===== config.mk =====
export PLATFORM = sky130hd
export DESIGN_NAME = avr_front
export DESIGN_NICKNAME = d
export VERILOG_FILES = /design/src/design/avr_pkg.sv /design/src/design/avr_front.sv
export VERILOG_INCLUDE_DIRS = /design/src /design/src/design
export SDC_FILE = /design/constraint.sdc
export NUM_CORES = 1
export LEC_CHECK = 0
export ABC_AREA = 1
export BUFFER_PORTS_ARGS = -buffer_cell sky130_fd_sc_hd__buf_2
export CORE_MARGIN = 4
export CORE_UTILIZATION = 30
export CTS_CLUSTER_SIZE = 28
export DETAILED_ROUTE_END_ITERATION = 8
export GPL_TIMING_DRIVEN = 0
export PLACE_DENSITY = 0.48
export SLEW_MARGIN = 5
export SYNTH_ARGS = -nofsm -noshare
export SYNTH_HDL_FRONTEND = slang
export SYNTH_SLANG_ARGS = --single-unit
export TNS_END_PERCENT = 10

===== constraint.sdc =====
create_clock -name clock -period 12.9 [get_ports clock]
set_input_delay 1.29 -clock clock [delete_from_list [all_inputs] [get_ports clock]]
set_output_delay 1.29 -clock clock [all_outputs]
set_load 0.01 [all_outputs]

===== src/design/assert_macros.svh =====
// ----------------------------------------------------------------------------
// assert_macros.svh
// Concurrent assertion shorthands for the vertex rotator. They compile to
// nothing when ASSERT_OFF is defined.
// ----------------------------------------------------------------------------
`ifndef ASSERT_MACROS_SVH
`define ASSERT_MACROS_SVH

`ifndef ASSERT_OFF

// property checked on every clock edge outside reset
`define ASSERT_CHK(label, clk, rst, prop) \
   label: assert property (@(posedge clk) disable iff (rst) (prop)) \
      else $error("%m: check failed");

// antecedent in this cycle implies consequent in the next
`define ASSERT_NEXT(label, clk, rst, ante, cons) \
   label: assert property (@(posedge clk) disable iff (rst) (ante) |=> (cons)) \
      else $error("%m: check failed");

`else

`define ASSERT_CHK(label, clk, rst, prop)
`define ASSERT_NEXT(label, clk, rst, ante, cons)

`endif

`endif


===== src/design/avr_pkg.sv =====
// ----------------------------------------------------------------------------
// avr_pkg
// Shared types, codes and elaboration-time CORDIC constants of the vertex
// rotator.
// ----------------------------------------------------------------------------
package avr_pkg;

   localparam int ANGLE_W   = 18;   // input angle, degrees * 256
   localparam int ANG_RED_W = 16;   // folded angle, within +-90 degrees
   localparam int CV_W      = 62;   // CORDIC datapath, signed Q60
   localparam int FRONT_LAT = 3;    // front register stages ahead of the first cell
   localparam int UNIT_LO_W = 24;
   localparam int UNIT_HI_W = 24;

   localparam logic signed [ANGLE_W:0] ANG_FULL    = 19'sd92160;
   localparam logic signed [ANGLE_W:0] ANG_FULL2   = 19'sd184320;
   localparam logic signed [ANGLE_W:0] ANG_HALF    = 19'sd46080;
   localparam logic signed [ANGLE_W:0] ANG_QUARTER = 19'sd23040;

   // rotation axis codes
   localparam logic [1:0] AXIS_X = 2'd0;
   localparam logic [1:0] AXIS_Y = 2'd1;
   localparam logic [1:0] AXIS_Z = 2'd2;

   typedef struct packed {
      logic                   valid;
      logic signed [CV_W-1:0] x;
      logic signed [CV_W-1:0] y;
      logic signed [CV_W-1:0] z;
   } cvec_type;

   // Shift-subtract division, only ever evaluated at elaboration.
   function automatic logic [63:0] udiv64(input logic [63:0] num, input logic [63:0] den);
      logic [64:0] rem;
      logic [63:0] quo;
      rem = '0;
      quo = '0;
      for (int i = 63; i >= 0; i--) begin
         rem = {rem[63:0], num[i]};
         if (rem >= {1'b0, den}) begin
            rem    = rem - {1'b0, den};
            quo[i] = 1'b1;
         end
      end
      return quo;
   endfunction

   // atan(1/n) in Q60 by its power series, truncating each term
   function automatic logic [63:0] atan_recip(input logic [63:0] n);
      logic [63:0]        t;
      logic [63:0]        nn;
      logic [63:0]        term;
      logic signed [63:0] sum;
      t   = udiv64(64'd1 << 60, n);
      nn  = n * n;
      sum = '0;
      for (int k = 0; k < 64; k++) begin
         if (t != 64'd0) begin
            term = udiv64(t, 64'(2 * k + 1));
            if (k[0]) sum = sum - $signed(term);
            else      sum = sum + $signed(term);
            t = udiv64(t, nn);
         end
      end
      return sum;
   endfunction

   function automatic logic [63:0] pi4_q60();
      return (64'd4 * atan_recip(64'd5)) - atan_recip(64'd239);
   endfunction

   function automatic logic [63:0] atan_q60(input int stage);
      if (stage == 0) return pi4_q60();
      return atan_recip(64'd1 << stage);
   endfunction

   function automatic logic [63:0] isqrt64(input logic [63:0] n);
      logic [63:0] res;
      logic [63:0] bitv;
      logic [63:0] rem;
      res  = '0;
      bitv = 64'd1 << 62;
      rem  = n;
      for (int i = 0; i < 32; i++) begin
         if (bitv > rem) bitv = bitv >> 2;
      end
      for (int i = 0; i < 32; i++) begin
         if (bitv != 64'd0) begin
            if (rem >= res + bitv) begin
               rem = rem - (res + bitv);
               res = (res >> 1) + bitv;
            end else begin
               res = res >> 1;
            end
            bitv = bitv >> 2;
         end
      end
      return res;
   endfunction

   // start vector length: folds the CORDIC gain of the given stage count
   function automatic logic [63:0] gain_q60(input int stages);
      logic [63:0] q;
      q = 64'd1 << 62;
      for (int i = 0; i < 32; i++) begin
         if (i < stages) q = q - udiv64(q, (64'd1 << (2 * i)) + 64'd1);
      end
      return isqrt64(q) << 29;
   endfunction

   // one angle step (1/256 degree) in Q60 radians
   localparam logic [63:0] UNIT_Q60 = udiv64(64'd4 * pi4_q60(), 64'd46080);

endpackage


===== src/design/avr_front.sv =====
// ----------------------------------------------------------------------------
// avr_front
// Angle front end: reduce to +-90 degrees, scale to Q60 radians and load the
// CORDIC start vector. Three register stages.
// ----------------------------------------------------------------------------
`include "assert_macros.svh"

module avr_front #(
   parameter int CORDIC_STAGES = 16
) (
   input  logic                              clock,
   input  logic                              reset,
   input  logic                              en,
   input  logic                              in_valid,
   input  logic signed [avr_pkg::ANGLE_W-1:0] angle,
   output avr_pkg::cvec_type                 vec_out,
   output logic                              flip_out
);
   import avr_pkg::*;

   localparam logic signed [CV_W-1:0]    GAIN    = CV_W'(gain_q60(CORDIC_STAGES));
   localparam logic [UNIT_HI_W-1:0]      UNIT_HI = UNIT_Q60[UNIT_LO_W+UNIT_HI_W-1:UNIT_LO_W];
   localparam logic [UNIT_LO_W-1:0]      UNIT_LO = UNIT_Q60[UNIT_LO_W-1:0];
   localparam int                        PH_W    = ANG_RED_W + UNIT_HI_W + 1;
   localparam int                        PL_W    = ANG_RED_W + UNIT_LO_W + 1;

   logic signed [ANGLE_W:0]   a_ext, a_up1, a_up2, a_dn, a_mod, a_half, a_fold;
   logic                      flip_in;
   logic                      va_ff, vb_ff, vc_ff;
   logic signed [ANG_RED_W-1:0] ang_ff;
   logic                      flip_a_ff, flip_b_ff, flip_c_ff;
   logic signed [PH_W-1:0]    prod_hi_ff;
   logic signed [PL_W-1:0]    prod_lo_ff;
   logic signed [CV_W-1:0]    z_in, z_ff;

   always_comb begin
      a_ext = {angle[ANGLE_W-1], angle};
      a_up1 = a_ext + ANG_FULL;
      a_up2 = a_ext + ANG_FULL2;
      a_dn  = a_ext - ANG_FULL;
      // bring into one turn, then into the half turn around zero
      if (a_ext[ANGLE_W]) a_mod = a_up1[ANGLE_W] ? a_up2 : a_up1;
      else                a_mod = (a_ext >= ANG_FULL) ? a_dn : a_ext;
      a_half = (a_mod >= ANG_HALF) ? (a_mod - ANG_FULL) : a_mod;
      // fold beyond a quarter turn; coefficients get negated later
      flip_in = 1'b0;
      a_fold  = a_half;
      if (a_half > ANG_QUARTER) begin
         a_fold  = a_half - ANG_HALF;
         flip_in = 1'b1;
      end else if (a_half < -ANG_QUARTER) begin
         a_fold  = a_half + ANG_HALF;
         flip_in = 1'b1;
      end
   end

   assign z_in = (CV_W'(prod_hi_ff) <<< UNIT_LO_W) + CV_W'(prod_lo_ff);

   always_ff @(posedge clock) begin
      if (reset) begin
         va_ff <= 1'b0;
         vb_ff <= 1'b0;
         vc_ff <= 1'b0;
      end else if (en) begin
         va_ff <= in_valid;
         vb_ff <= va_ff;
         vc_ff <= vb_ff;
      end
      if (en) begin
         ang_ff     <= a_fold[ANG_RED_W-1:0];
         flip_a_ff  <= flip_in;
         prod_hi_ff <= PH_W'(ang_ff) * PH_W'($signed({1'b0, UNIT_HI}));
         prod_lo_ff <= PL_W'(ang_ff) * PL_W'($signed({1'b0, UNIT_LO}));
         flip_b_ff  <= flip_a_ff;
         z_ff       <= z_in;
         flip_c_ff  <= flip_b_ff;
      end
   end

   assign vec_out.valid = vc_ff;
   assign vec_out.x     = GAIN;
   assign vec_out.y     = '0;
   assign vec_out.z     = z_ff;
   assign flip_out      = flip_c_ff;

   `ASSERT_NEXT(a_ang_range, clock, reset, en && in_valid, (ang_ff <= ANG_QUARTER) && (ang_ff >= -ANG_QUARTER))
   `ASSERT_NEXT(a_flip_follow, clock, reset, en, flip_b_ff == $past(flip_a_ff))

endmodule


==> run_results.csv <==
group,metric,value,unit
floorplanning,start_util,30.3,%
sta,max_freq,0.136,GHz
clock_tree,numCtsBuffers,17,
clock_tree,clk_latency,470,ps
floorplanning,die_y,266,um
drt,viasPerCell,4.33,
sta,timing.final.crit_share,56.9,%
drt,route.met3.wl,2230,um
clock_tree,postCtsHoldBufs,0,
sta,setup_viol,0,
yosys,synthMuxAreaShare,0,%
drt,post-route-drc-count,0,
floorplanning,fp-row-count,94,
yosys,syn_inst,2105,
yosys,yosysSeqAreaShare,23.0,%
clock_tree,clk_pin_slew,70,ps
sta,finClkSkew,9.76,ps
clock_tree,cts.sinks,154,
drt,drtPass1Iterations,6,
yosys,ys_seq_elements,154,
global_route,grt_first_pass_wirelength,80800,um
flow_run,cap_violations,0,
finish,area_growth,12.9,%
yosys,synth_top_area_share,22.7,%
yosys,yosysTopAreaCell,"edfxtp_1",
drt,wl_per_cell,15.5,um
drt,wl_met1,22200,um
place,port_buffers,81,
sta,relSlewSlack,28.6,%
setup_path,crit_type,"reg2reg",
setup_path,critPathLaunchType,"flip-flop",
setup_path,arrival,7580,ps
yosys,yosys.area_share.simple,10.2,%
sta,rsz0062_at_grt,"no",
sta,tightest_slew,1070,ps
yosys,ys_types,52,
floorplanning,boundaryPins,210,
clock_tree,cts-root-buf,"clkbuf_16",
drt,drt_iter0_drc,617,
min_path,hp-class,"reg2reg",
yosys,syn_avg_cell_area,9.47,um^2
floorplanning,die_w,266,um
status,outcome,"finished clean",
drt,routed_wl,49800,um
global_route,grt_max_degree,94,
setup_path,crit_fanout,10,
setup_path,rr_worst_depth,26,
clock_tree,ctsResizeCount,0,
global_route,grt_pass1_vias,15000,
yosys,synth_fa_ha_area_share,40.7,%
yosys,synth_xor_area_share,4.74,%
drt,postRouteAntennaNets,0,
yosys,synth_edf_count,151,
setup_path,endpoint_kind,"flip-flop",
yosys,synth_top_family_by_area,"adder cells",
drt,num_vias,13900,
finish,final_layout_size_suffix_gt1_share,12.7,%
min_path,hold_depth,0,
finish,layout.nets,2881,
finish,fillers,6890,
floorplanning,fp.dieArea,0.0706,mm^2
yosys,syn_area,0.0199,mm^2
yosys,ys_warn_count,0,
sta,setup_tns,0,ps
global_route,track_usage,14.6,%
global_route,grt.overflow.total,0,
finish,diodes,0,
clock_tree,post_cts_buffers,0,
global_route,antenna_found_initial,3,
clock_tree,clk_path_buf_depth,2,
yosys,ys_top_cells_by_area,"edfxtp_1 23%, ha_1 21%, fa_1 20%",
drt,met2_length,24400,um
yosys,synth_ff_type,"edfxtp_1",
place,hpwl,43400,um
sta,hold_violations,0,
clock_tree,cts_tree,"yes",
sta,period_needed,7340,ps
clock_tree,htreeDepth,4,
floorplanning,core-area,0.0659,mm^2
place,gp_congestion,0.889,
sta,slew_viol_final,0,
yosys,async_flop_share,0,%
yosys,synth-compound-area-share,7.22,%
drt,top_layer,"met5",
setup_path,worstPathRequired,13140,ps
-- through the flow --
stage / cell area, um^2 / std cells / setup slack, ps / util [%] / hold slack [ps]
4_1_cts: 22500 / 3207 / 5590 / 34.2 / 415
2_1_floorplan: 20400 / 2229 / 7020 / - / 400
5_1_grt: 22500 / 3207 / 5280 / 34.2 / 424
3_5_place_dp: 21900 / 3175 / 5630 / 33.3 / 406
3_3_place_gp: 21900 / 3174 / 5690 / 33.2 / 407
6_report: 22500 / 3207 / 5560 / 34.2 / 411
-- kinds of logic after synthesis --
logic type,Yosys count
AOI/OAI and AO/OA,250
other,2
buffers and inverters,617
and+or+nand+nor,445
adders and majority gates,529
xor gates and xnor gates,108
DFF,154
-- registers in the layout (all words and copies together), names as in the netlist --
signal      cells
vb_ff           1
z_ff           60
prod_hi_ff     33
prod_lo_ff     39
flip_b_ff       1
vc_ff           1
flip_out        1
ang_ff         16
flip_a_ff       1
va_ff           1
-- worst max-delay path, cell delays in order (launching register included) --
cell and delay (ps):
edfxtp_1 810, inv_1 260, ha_1 410, inv_1 190, ha_1 210, inv_1 60, fa_1 480, inv_1 60
fa_1 520, inv_1 50, fa_1 470, fa_1 500, inv_1 50, ha_1 430, a21oi_1 190, o21ai_0 90
a21oi_1 320, nand2_1 280, a21boi_0 320, o21ai_0 210, nand4_1 140, nand2_1 100, nand2_1 80, nand2_1 100
a21oi_1 250, o21ai_0 140, xor2_1 360
-- metal layers --
layer  vias to the layer above  global-route usage (%)
met4                         2                    3.74
met3                        57                    2.96
met2                       274                    25.0
li1                       6961                       -
met1                      6590                    18.9
met5                         -                       0
-- area by class of cell --
cell class | count | area [um^2] | area share [%]
multi-input combinational | 1458 | 13000 | 57.7
tap | 864 | 1080 | 4.80
buffer | 131 | 985 | 4.37
sequential | 154 | 4590 | 20.4
inverter | 486 | 1830 | 8.13
clock buffer | 17 | 425 | 1.89
timing repair buffer | 82 | 439 | 1.95
clock inverter | 15 | 163 | 0.723
-- final timing paths --
check / from / to / slack (ps)
setup / recovery: ang_ff[8] / prod_lo_ff[36] / 5560
hold / removal: prod_lo_ff[9] / z_ff[9] / 410
setup reg to reg: ang_ff[8] / prod_lo_ff[36] / 5560
hold reg to reg: prod_lo_ff[9] / z_ff[9] / 410
-- cells in the final DEF, fill, tap and decap left out, types with 4 or more instances in the layout --
cell type    n
o21a_1       7
nand4_1     11
inv_6        5
nor2_2       5
ha_1       331
inv_1      474
a21oi_1    129
nand3_1     64
buf_4      127
fa_1       198
xnor2_1     33
nand2_2     10
nor2_1      78
nor4_1       5
o21bai_1     8
xor2_1      75
nor3_1      11
clkbuf_16   17
conb_1     126
a31oi_1      5
inv_2       11
o21ai_1     11
buf_2       81
o221ai_1     6
o21ai_0     55
a21o_1       4
nand2_1    236
edfxtp_1   151
nand2_4     12
-- cells in the mapped netlist, types with 2 or more instances --
library cell	count
inv_1	474
ha_1	331
nand2_1	236
fa_1	198
edfxtp_1	151
a21oi_1	129
buf_4	127
nor2_1	78
xor2_1	75
nand3_1	64
o21ai_0	55
xnor2_1	33
nand2_4	12
inv_2	11
nand4_1	11
nor3_1	11
o21ai_1	11
nand2_2	10
o21bai_1	8
o21a_1	7
o221ai_1	6
a31oi_1	5
nor2_2	5
nor4_1	5
a21o_1	4
a21boi_0	3
a221oi_1	3
dfxtp_1	3
nand3_2	3
nor2_4	3
o2111ai_1	3
o211ai_1	3
o21ai_4	3
buf_6	2
conb_1	2
nand2_8	2
nand3b_1	2
o31ai_1	2
Power is left out: the tool's default activity adds up to more than one toggle a clock period on the data nets, which glitch-free logic cannot reach.
