<file path="src/design/assert_macros.svh">
// ----------------------------------------------------------------------------
// assert_macros.svh
// Concurrent assertion shorthands for the vertex rotator. They compile to
// nothing when ASSERT_OFF is defined.
// ----------------------------------------------------------------------------
`ifndef ASSERT_MACROS_SVH
`define ASSERT_MACROS_SVH

`ifndef ASSERT_OFF

// property checked on every clock edge outside reset
`define ASSERT_CHK(label, clk, rst, prop) \
   label: assert property (@(posedge clk) disable iff (rst) (prop)) \
      else $error("%m: check failed");

// antecedent in this cycle implies consequent in the next
`define ASSERT_NEXT(label, clk, rst, ante, cons) \
   label: assert property (@(posedge clk) disable iff (rst) (ante) |=> (cons)) \
      else $error("%m: check failed");

`else

`define ASSERT_CHK(label, clk, rst, prop)
`define ASSERT_NEXT(label, clk, rst, ante, cons)

`endif

`endif

</file>
<file path="src/design/avr_pkg.sv">
// ----------------------------------------------------------------------------
// avr_pkg
// Shared types, codes and elaboration-time CORDIC constants of the vertex
// rotator.
// ----------------------------------------------------------------------------
package avr_pkg;

   localparam int ANGLE_W   = 18;   // input angle, degrees * 256
   localparam int ANG_RED_W = 16;   // folded angle, within +-90 degrees
   localparam int CV_W      = 62;   // CORDIC datapath, signed Q60
   localparam int FRONT_LAT = 3;    // front register stages ahead of the first cell
   localparam int UNIT_LO_W = 24;
   localparam int UNIT_HI_W = 24;

   localparam logic signed [ANGLE_W:0] ANG_FULL    = 19'sd92160;
   localparam logic signed [ANGLE_W:0] ANG_FULL2   = 19'sd184320;
   localparam logic signed [ANGLE_W:0] ANG_HALF    = 19'sd46080;
   localparam logic signed [ANGLE_W:0] ANG_QUARTER = 19'sd23040;

   // rotation axis codes
   localparam logic [1:0] AXIS_X = 2'd0;
   localparam logic [1:0] AXIS_Y = 2'd1;
   localparam logic [1:0] AXIS_Z = 2'd2;

   typedef struct packed {
      logic                   valid;
      logic signed [CV_W-1:0] x;
      logic signed [CV_W-1:0] y;
      logic signed [CV_W-1:0] z;
   } cvec_type;

   // Shift-subtract division, only ever evaluated at elaboration.
   function automatic logic [63:0] udiv64(input logic [63:0] num, input logic [63:0] den);
      logic [64:0] rem;
      logic [63:0] quo;
      rem = '0;
      quo = '0;
      for (int i = 63; i >= 0; i--) begin
         rem = {rem[63:0], num[i]};
         if (rem >= {1'b0, den}) begin
            rem    = rem - {1'b0, den};
            quo[i] = 1'b1;
         end
      end
      return quo;
   endfunction

   // atan(1/n) in Q60 by its power series, truncating each term
   function automatic logic [63:0] atan_recip(input logic [63:0] n);
      logic [63:0]        t;
      logic [63:0]        nn;
      logic [63:0]        term;
      logic signed [63:0] sum;
      t   = udiv64(64'd1 << 60, n);
      nn  = n * n;
      sum = '0;
      for (int k = 0; k < 64; k++) begin
         if (t != 64'd0) begin
            term = udiv64(t, 64'(2 * k + 1));
            if (k[0]) sum = sum - $signed(term);
            else      sum = sum + $signed(term);
            t = udiv64(t, nn);
         end
      end
      return sum;
   endfunction

   function automatic logic [63:0] pi4_q60();
      return (64'd4 * atan_recip(64'd5)) - atan_recip(64'd239);
   endfunction

   function automatic logic [63:0] atan_q60(input int stage);
      if (stage == 0) return pi4_q60();
      return atan_recip(64'd1 << stage);
   endfunction

   function automatic logic [63:0] isqrt64(input logic [63:0] n);
      logic [63:0] res;
      logic [63:0] bitv;
      logic [63:0] rem;
      res  = '0;
      bitv = 64'd1 << 62;
      rem  = n;
      for (int i = 0; i < 32; i++) begin
         if (bitv > rem) bitv = bitv >> 2;
      end
      for (int i = 0; i < 32; i++) begin
         if (bitv != 64'd0) begin
            if (rem >= res + bitv) begin
               rem = rem - (res + bitv);
               res = (res >> 1) + bitv;
            end else begin
               res = res >> 1;
            end
            bitv = bitv >> 2;
         end
      end
      return res;
   endfunction

   // start vector length: folds the CORDIC gain of the given stage count
   function automatic logic [63:0] gain_q60(input int stages);
      logic [63:0] q;
      q = 64'd1 << 62;
      for (int i = 0; i < 32; i++) begin
         if (i < stages) q = q - udiv64(q, (64'd1 << (2 * i)) + 64'd1);
      end
      return isqrt64(q) << 29;
   endfunction

   // one angle step (1/256 degree) in Q60 radians
   localparam logic [63:0] UNIT_Q60 = udiv64(64'd4 * pi4_q60(), 64'd46080);

endpackage

</file>
<file path="src/design/avr_cell.sv">
// ----------------------------------------------------------------------------
// avr_cell
// One CORDIC micro-rotation with its own atan constant; registers the
// rotated vector for the next cell.
// ----------------------------------------------------------------------------
module avr_cell #(
   parameter int STAGE = 0
) (
   input  logic              clock,
   input  logic              reset,
   input  logic              en,
   input  avr_pkg::cvec_type vec_in,
   output avr_pkg::cvec_type vec_out
);
   import avr_pkg::*;

   localparam logic signed [CV_W-1:0] ATAN = CV_W'(atan_q60(STAGE));

   logic signed [CV_W-1:0] dx, dy;
   cvec_type               vec_in_next, vec_ff;

   always_comb begin
      dx = $signed(vec_in.y) >>> STAGE;
      dy = $signed(vec_in.x) >>> STAGE;
      vec_in_next.valid = vec_in.valid;
      // rotate towards zero residual angle
      if (!vec_in.z[CV_W-1]) begin
         vec_in_next.x = vec_in.x - dx;
         vec_in_next.y = vec_in.y + dy;
         vec_in_next.z = vec_in.z - ATAN;
      end else begin
         vec_in_next.x = vec_in.x + dx;
         vec_in_next.y = vec_in.y - dy;
         vec_in_next.z = vec_in.z + ATAN;
      end
   end

   always_ff @(posedge clock) begin
      if (reset) begin
         vec_ff.valid <= 1'b0;
      end else if (en) begin
         vec_ff.valid <= vec_in_next.valid;
      end
      if (en) begin
         vec_ff.x <= vec_in_next.x;
         vec_ff.y <= vec_in_next.y;
         vec_ff.z <= vec_in_next.z;
      end
   end

   assign vec_out = vec_ff;

endmodule

</file>
<file path="config.mk">
export PLATFORM = sky130hd
export DESIGN_NAME = avr_cell
export DESIGN_NICKNAME = d
export VERILOG_FILES = /design/src/design/assert_macros.svh /design/src/design/avr_pkg.sv /design/src/design/avr_cell.sv
export SDC_FILE = /design/constraint.sdc
export NUM_CORES = 1
export LEC_CHECK = 0
export BUFFER_PORTS_ARGS = -buffer_cell sky130_fd_sc_hd__buf_2
export CORE_UTILIZATION = 35
export CTS_CLUSTER_DIAMETER = 100
export DETAILED_ROUTE_END_ITERATION = 6
export MAX_ROUTING_LAYER = met4
export PLACE_DENSITY = 0.56
export SLEW_MARGIN = 10
export SYNTH_ARGS = -nofsm -noshare
export SYNTH_HDL_FRONTEND = slang
export SYNTH_SLANG_ARGS = --single-unit
</file>
<file path="constraint.sdc">
create_clock -name clock -period 8 [get_ports clock]
set_input_delay 2 -clock clock [delete_from_list [all_inputs] [get_ports clock]]
set_output_delay 2 -clock clock [all_outputs]
set_load 0.05 [all_outputs]
</file>
==> key figures, run 1 <==
Status
  • Status: finished clean

Pwr
  • Clk pwr share: 20.5%
  • P_sw: 2.10 mW
  • Pwr Density: 188 mW/mm²
  • Peak VDD IR: 0.000182 V
  • Internal: 2.35 mW
  • Flop pwr share: 30.3%
  • Comb power frac: 49.1%
  • Sw frac: 47.2%
  • P_leak: 10.2 nW

Global routing
  • Vias in the first global route: 20000
  • Antenna violations before repair: 6
  • Overall Global Routing Usage: 27.2%
  • Largest net degree at the start of global routing: 90
  • Gr ovfl total: 0
  • First-pass GRT wire length: 120000 µm

Critical path
  • Critical path endpoint category: flop
  • CP Data Required Time: 8250 ps
  • Reg2Reg Launch Point: vec_out[186]
  • Crit path kind: in2reg
  • Worst Setup Start Kind: primary input
  • Reg2reg end: vec_out[186]
  • Critical Path AT: 6370 ps
  • Reg2reg path depth: 2
  • Worst-path maximum fanout: 35
  • R2R setup slack: 7420 ps

Routing
  • DRT Pass-1 Iters: 5
  • Vias per cell: 5.75
  • Via count: 20600
  • Initial DRC count: 1726
  • Final WL: 80400 µm
  • Post-route DRC: 0
  • Wire length per cell: 22.4 µm
  • Post-route ant nets: 0

Job
  • Max Cap Violations: 0

Yosys
  • Yosys warning total: 0
  • Largest family of logic cells by synthesized area: compound AO/OA/AOI/OAI gates
  • Simple-gate share of the synthesized area: 14.9%
  • Post-synth EDFFs: 185
  • Synth area leaders: edfxtp_1 (27%), ha_1 (15%), a21oi_1 (8.3%)
  • Adder-cell share of the synthesized area: 15.0%
  • Main flop type after synthesis: edfxtp_1
  • Top-area cell type share of the netlist area: 27.0%
  • Fraction of registers with async set/reset: 0%
  • Post-synthesis mux area share: 2.08%
  • Synth Instances: 2512
  • Mapped Avg Cell Area: 8.18 µm²
  • Seq cells post-synth: 186
  • Synth Area in XOR/XNOR: 7.12%
  • Synth Net Count: 2946
  • Area leader, netlist: edfxtp_1
  • Mapped Area: 0.0206 mm²
  • Distinct cells, synth: 86
  • Sequential share of the synthesized area: 27.1%
  • Post-synthesis compound-gate area fraction: 27.8%

Timing
  • Worst Max-Slew Pin Slew: 1300 ps
  • Slew HR: 11.1%
  • Max-slew violation count: 0
  • Fin Setup TNS: 0 ps
  • Fin crit share: 76.5%
  • Fin. Hold Viols: 0
  • Period minus WS final: 6120 ps
  • Final setup viols: 0
  • RSZ-0062 raised after global routing: no
  • Layout Skew: 0 ps
  • FMAX: 163 MHz

Clocking
  • Postcts setup bufs: 0
  • Clock slew at reported path FFs: 80 ps
  • Insertion delay to the later sink of the worst-skew pair: 510 ps
  • Hold buffer count at cts: 0
  • Root Buffer: clkbuf_16
  • Post-CTS sizing: 0
  • Clk sink count: 186
  • Longest Clk Path Bufs: 2
  • CTS Buf Count: 17
  • H-Tree Depth: 4
  • CTS tree: built

Cells and area
  • Final net count: 3237
  • Max reg flops: 186
  • P&R area growth vs syn: 15.0%
  • Design Area, Final: 0.0236 mm²
  • Share of cells above drive strength 1: 16.1%
  • Fillers: 6072

Floorplan
  • Initial Util: 35.5%
  • Io pins: 377
  • DIE AREA: 0.0597 mm²
  • Die H: 244 µm
  • Die X: 244 µm
  • Core outline area: 0.0579 mm²
  • Row Count: 88

Hold path
  • Hold crit path type: reg2reg
  • HP Start: vec_out[186]
  • Sink of the worst hold path: vec_out[186]
  • Worst hold path cell count: 2

Placed design
  • Placement Cell Area: 0.0230 mm²
  • IO buf count: 376
  • Dpl hpwl: 65000 µm
  • Routability congestion estimate: 1.02
per-layer routing:
layer / up-vias / global-route usage, % / wire length [µm]
met5: - / - / 0
met4: 0 / 8.24 / 1940
met3: 95 / 3.48 / 4890
met2: 860 / 42.7 / 36900
met1: 9902 / 36.2 / 36600
li1: 9775 / - / -
worst max-delay path by stage:
stage	from	end	slack, ps	cells past startpoint
2_1_floorplan	vec_in[61]	vec_out[59]	1470	15
3_3_place_gp	vec_in[61]	vec_out[54]	1470	13
3_5_place_dp	vec_in[61]	vec_out[54]	1320	13
4_1_cts	vec_in[61]	vec_out[54]	1880	13
5_1_grt	vec_in[61]	vec_out[54]	1610	13
6_report	vec_in[61]	vec_out[54]	1880	13
placed cells by master (no fill, tap or decap), types with 9 or more instances in the layout:
| cell type | instances |
|---|---|
| buf_2 | 374 |
| a21oi_1 | 342 |
| ha_1 | 240 |
| inv_1 | 203 |
| nor2_1 | 201 |
| o21ai_0 | 192 |
| edfxtp_1 | 185 |
| nand2_1 | 156 |
| xnor2_1 | 138 |
| a21o_1 | 69 |
| o21bai_1 | 69 |
| nand4_1 | 52 |
| nor3_1 | 42 |
| nand3_1 | 40 |
| mux2i_1 | 36 |
| xor2_1 | 29 |
| o31ai_1 | 28 |
| nor2b_1 | 28 |
| nor4_1 | 28 |
| o211ai_1 | 26 |
| a31oi_1 | 24 |
| o21a_1 | 22 |
| nand2b_1 | 19 |
| a211oi_1 | 18 |
| clkbuf_16 | 17 |
| and3_1 | 11 |
| and2_1 | 11 |
| or2_2 | 11 |
| a21boi_0 | 10 |
| o221ai_1 | 9 |
layout make-up:
class / count / area (µm²) / area share (%)
flip-flops and latches: 186 / 5580 / 23.6
well taps: 765 / 957 / 4.05
diodes: 8 / 20.0 / 0.0847
repair buffers: 383 / 1950 / 8.24
inverters: 210 / 790 / 3.34
clock buffers: 17 / 425 / 1.80
clock inverters: 15 / 178 / 0.751
multi-input cells: 2005 / 13800 / 58.2
power by group through the flow:
| stage | logic, mW | registers, mW | clock network, mW |
|---|---|---|---|
| floorplan | 0.951 | 1.94 | 0 |
| global placement | 2.16 | 1.37 | 0 |
| detailed placement | 2.15 | 1.37 | 0 |
| CTS | 2.17 | 1.35 | 0.942 |
| global route | 2.32 | 1.36 | 0.975 |
| finish | 2.19 | 1.35 | 0.914 |
critical path: stages:
cell and delay [ps]:
buf_6 290, clkinv_2 620, ha_1 550, a211o_1 280, a21oi_1 340, a2111oi_2 150, o2111ai_1 260, o211ai_1 280
a41oi_1 540, o21bai_1 220, a31oi_1 420, o21ai_0 230, xor2_1 180
cells in the mapped netlist, types with 11 or more instances:
library cell  count
a211oi_1         18
a21oi_1         342
nand3_1          40
buf_2            14
nand2b_1         19
clkbuf_1         87
nor3_1           42
o21a_1           22
o21bai_1         69
o211ai_1         26
inv_1           203
nor2_1          201
a21o_1           69
nand4_1          52
xnor2_1         138
nor4_1           28
o31ai_1          28
a31oi_1          24
nand2_1         156
mux2i_1          36
and3_1           11
and2_1           11
ha_1            240
nor2b_1          28
or2_2            11
edfxtp_1        185
xor2_1           29
o21ai_0         192
per-stage QoR:
step	std cells	power, mW	utilization (%)	worst slack, ps	hold slack [ps]
6_report	3589	4.45	40.8	1880	498
4_1_cts	3581	4.46	40.8	1880	503
2_1_floorplan	2512	2.89	-	1470	733
5_1_grt	3586	4.66	40.8	1610	533
3_3_place_gp	3549	3.53	39.8	1470	469
3_5_place_dp	3549	3.52	39.8	1320	483
cells by family after synthesis:
kind of cell               Yosys count
AOI/OAI and AO/OA                  915
and+or+nand+nor                    638
buffers and inverters              321
adders and majority gates          244
DFF                                186
xor gates and xnor gates           167
muxes                               41
(Power assumes the default switching activity.)
==> run 2: changes to the inputs <==
--- a/config.mk
+++ b/config.mk
@@ -10,7 +10,7 @@
 export CTS_CLUSTER_DIAMETER = 100
 export DETAILED_ROUTE_END_ITERATION = 6
 export MAX_ROUTING_LAYER = met4
-export PLACE_DENSITY = 0.56
+export PLACE_DENSITY = 0.58
 export SLEW_MARGIN = 10
 export SYNTH_ARGS = -nofsm -noshare
 export SYNTH_HDL_FRONTEND = slang
==> constraint.sdc (replaced) <==
create_clock -name clock -period 5.1 [get_ports clock]
set_input_delay 1.275 -clock clock [delete_from_list [all_inputs] [get_ports clock]]
set_output_delay 1.275 -clock clock [all_outputs]
set_load 0.05 [all_outputs]
==> run 2 against run 1 <==
Global-route usage grew 0.77 points. Total power up 59%. Register-to-register slack worse by 2900 ps. Largest cell class unchanged. Largest power group unchanged.
==> key figures, run 2 (synthesized netlist as in run 1, its figures left out) <==
Timing
  • Worst Max-Slew Pin Slew: 1010 ps (-288 ps)
  • RSZ-0062 raised after global routing: no
  • Slew HR: 32.6% (+21 points)
  • Layout Skew: 0 ps (unchanged)
  • Final setup viols: 0 (unchanged)
  • Fin. Hold Viols: 0 (unchanged)
  • Max-slew violation count: 0 (unchanged)
  • Fin crit share: 90.4%
  • Period minus WS final: 4610 ps
  • FMAX: 217 MHz
  • Fin Setup TNS: 0 ps (unchanged)

Clocking
  • CTS Buf Count: 17 (unchanged)
  • Clock slew at reported path FFs: 80 ps (about the same)
  • Hold buffer count at cts: 0 (unchanged)
  • Clk sink count: 186 (unchanged)
  • Insertion delay to the later sink of the worst-skew pair: 510 ps (about the same)
  • Post-CTS sizing: 0 (unchanged)
  • H-Tree Depth: 4 (unchanged)
  • Postcts setup bufs: 0 (unchanged)
  • Root Buffer: clkbuf_16
  • Longest Clk Path Bufs: 2 (unchanged)
  • CTS tree: built

Global routing
  • Largest net degree at the start of global routing: 83 (-7.8%)
  • Gr ovfl total: 0 (unchanged)
  • Overall Global Routing Usage: 27.9% (+0.77 points)
  • Antenna violations before repair: 11 (+5)
  • First-pass GRT wire length: 124000 µm (+2.8%)
  • Vias in the first global route: 20700 (+3.5%)

Cells and area
  • P&R area growth vs syn: 19.9%
  • Share of cells above drive strength 1: 19.9% (+3.8 points)
  • Max reg flops: 186 (unchanged)
  • Fillers: 5988 (-1.4%)
  • Multi-input gate area: 0.0138 mm² (unchanged)
  • Most frequent cells in the layout: buf_2 (374), a21oi_1 (342), ha_1 (240), inv_1 (203), nor2_1 (201)
  • Most common cell after layout, fill and taps aside: buf_2
  • Register area: 0.00558 mm² (unchanged)
  • Finished Layout Cells: 3725 (+3.8%)
  • Final net count: 3370 (+4.1%)

Critical path
  • CP endpoint: vec_out[118]
  • Worst Setup Start Kind: primary input
  • Worst Setup SP: vec_in[91]
  • Reg2reg end: vec_out[186]
  • Reg2Reg Launch Point: vec_out[186]
  • Critical Path AT: 4880 ps (-1490 ps)
  • Reg2reg path depth: 2 (unchanged)
  • Crit path kind: in2reg
  • Critical path endpoint category: flop
  • R2R setup slack: 4520 ps (-2900 ps)
  • CP Data Required Time: 5370 ps (-2880 ps)
  • Worst-path maximum fanout: 3 (-91%)

Placed design
  • Dpl hpwl: 67600 µm (+4.0%)
  • Cells after DPL: 3682 (+3.7%)
  • Routability congestion estimate: 0.999 (-1.8%)
  • IO buf count: 376 (unchanged)

Status
  • Status: finished clean

Job
  • Max Cap Violations: 0 (unchanged)

Floorplan
  • Row Count: 88 (unchanged)
  • DIE AREA: 0.0597 mm² (unchanged)
  • Core outline area: 0.0579 mm² (unchanged)
  • Initial Util: 35.5% (unchanged)
  • Io pins: 377 (unchanged)
  • Die H: 244 µm (unchanged)
  • Die X: 244 µm (unchanged)

Hold path
  • Hold crit path type: reg2reg

Routing
  • Post-route DRC: 0 (unchanged)
  • DRT Pass-1 Iters: 5 (unchanged)
  • Vias per cell: 5.67 (-1.3%)
  • Initial DRC count: 1794 (+3.9%)
  • Wire length per cell: 22.2 µm (-1.0%)
  • Post-route ant nets: 0 (unchanged)
  • Final WL: 82600 µm (+2.7%)
  • Via count: 21100 (+2.4%)

Pwr
  • Peak VDD IR: 0.000317 V (+74%)
  • P_leak: 10.9 nW (+6.2%)
  • Pwr Density: 288 mW/mm² (+53%)
-- run 2: changes by cell type in the layout (fill, tap and decap cells not counted), sizes merged --
cell,delta
clkinv,-2
bufinv,-1
buf,+133
inv,+1
diode,+3
clkinvlp,+2
-- run 2: worst max-delay path, cell delays in order --
cell,delay [ps]
buf_2,100
inv_1,40
ha_1,310
a21oi_1,350
o21ai_0,230
a221oi_1,440
buf_4,180
o31ai_1,90
buf_4,160
a211oi_1,260
buf_4,190
o21ai_1,120
a21bo_2,280
a31oi_1,260
mux2_2,380
o211ai_1,200
-- run 2: layout make-up --
cell class,count,share of cell area (%)
diodes,11,0.112
clock buffers,17,1.73
flip-flops and latches,186,22.6
inverters,210,3.20
well taps,765,3.88
repair buffers,516,12.0
multi-input cells,2005,55.8
clock inverters,15,0.630
-- run 2: stage by stage --
| step | hold WS, ps | utilization (%) | cell area (µm²) | power (mW) | worst slack, ps |
|---|---|---|---|---|---|
| floorplan | 733 | - | 20600 | 4.53 | 12.4 |
| global placement | 472 | 41.5 | 24000 | 5.70 | 83.2 |
| detailed placement | 488 | 41.5 | 24000 | 5.68 | 85.4 |
| CTS | 510 | 42.5 | 24600 | 7.11 | 643 |
| global route | 557 | 42.5 | 24600 | 7.43 | 349 |
| finish | 505 | 42.6 | 24600 | 7.09 | 492 |
-- run 2: worst min path at each step --
stage | start | to | depth (start not counted)
2_1_floorplan | vec_out[186] | vec_out[186] | 2
3_3_place_gp | vec_out[186] | vec_out[186] | 2
3_5_place_dp | vec_out[186] | vec_out[186] | 2
5_1_grt | vec_out[186] | vec_out[186] | 2
6_report | vec_out[186] | vec_out[186] | 2
4_1_cts | vec_out[186] | vec_out[186] | 2
-- run 2: where the power goes --
part	total, mW	switching, mW	internal (mW)
Combinational	3.58	2.51	1.07
Clock	1.39	0.735	0.653
Sequential	2.12	0.0913	2.03
Total	7.09	3.34	3.76
-- run 2: layer usage --
| layer | routed length [µm] | global-route usage (%) | vias up |
|---|---|---|---|
| met1 | 37000 | 36.2 | 10200 |
| met5 | 0 | - | - |
| met3 | 5410 | 4.44 | 97 |
| met2 | 38300 | 44.5 | 832 |
| li1 | - | - | 10000 |
| met4 | 1840 | 8.60 | 0 |
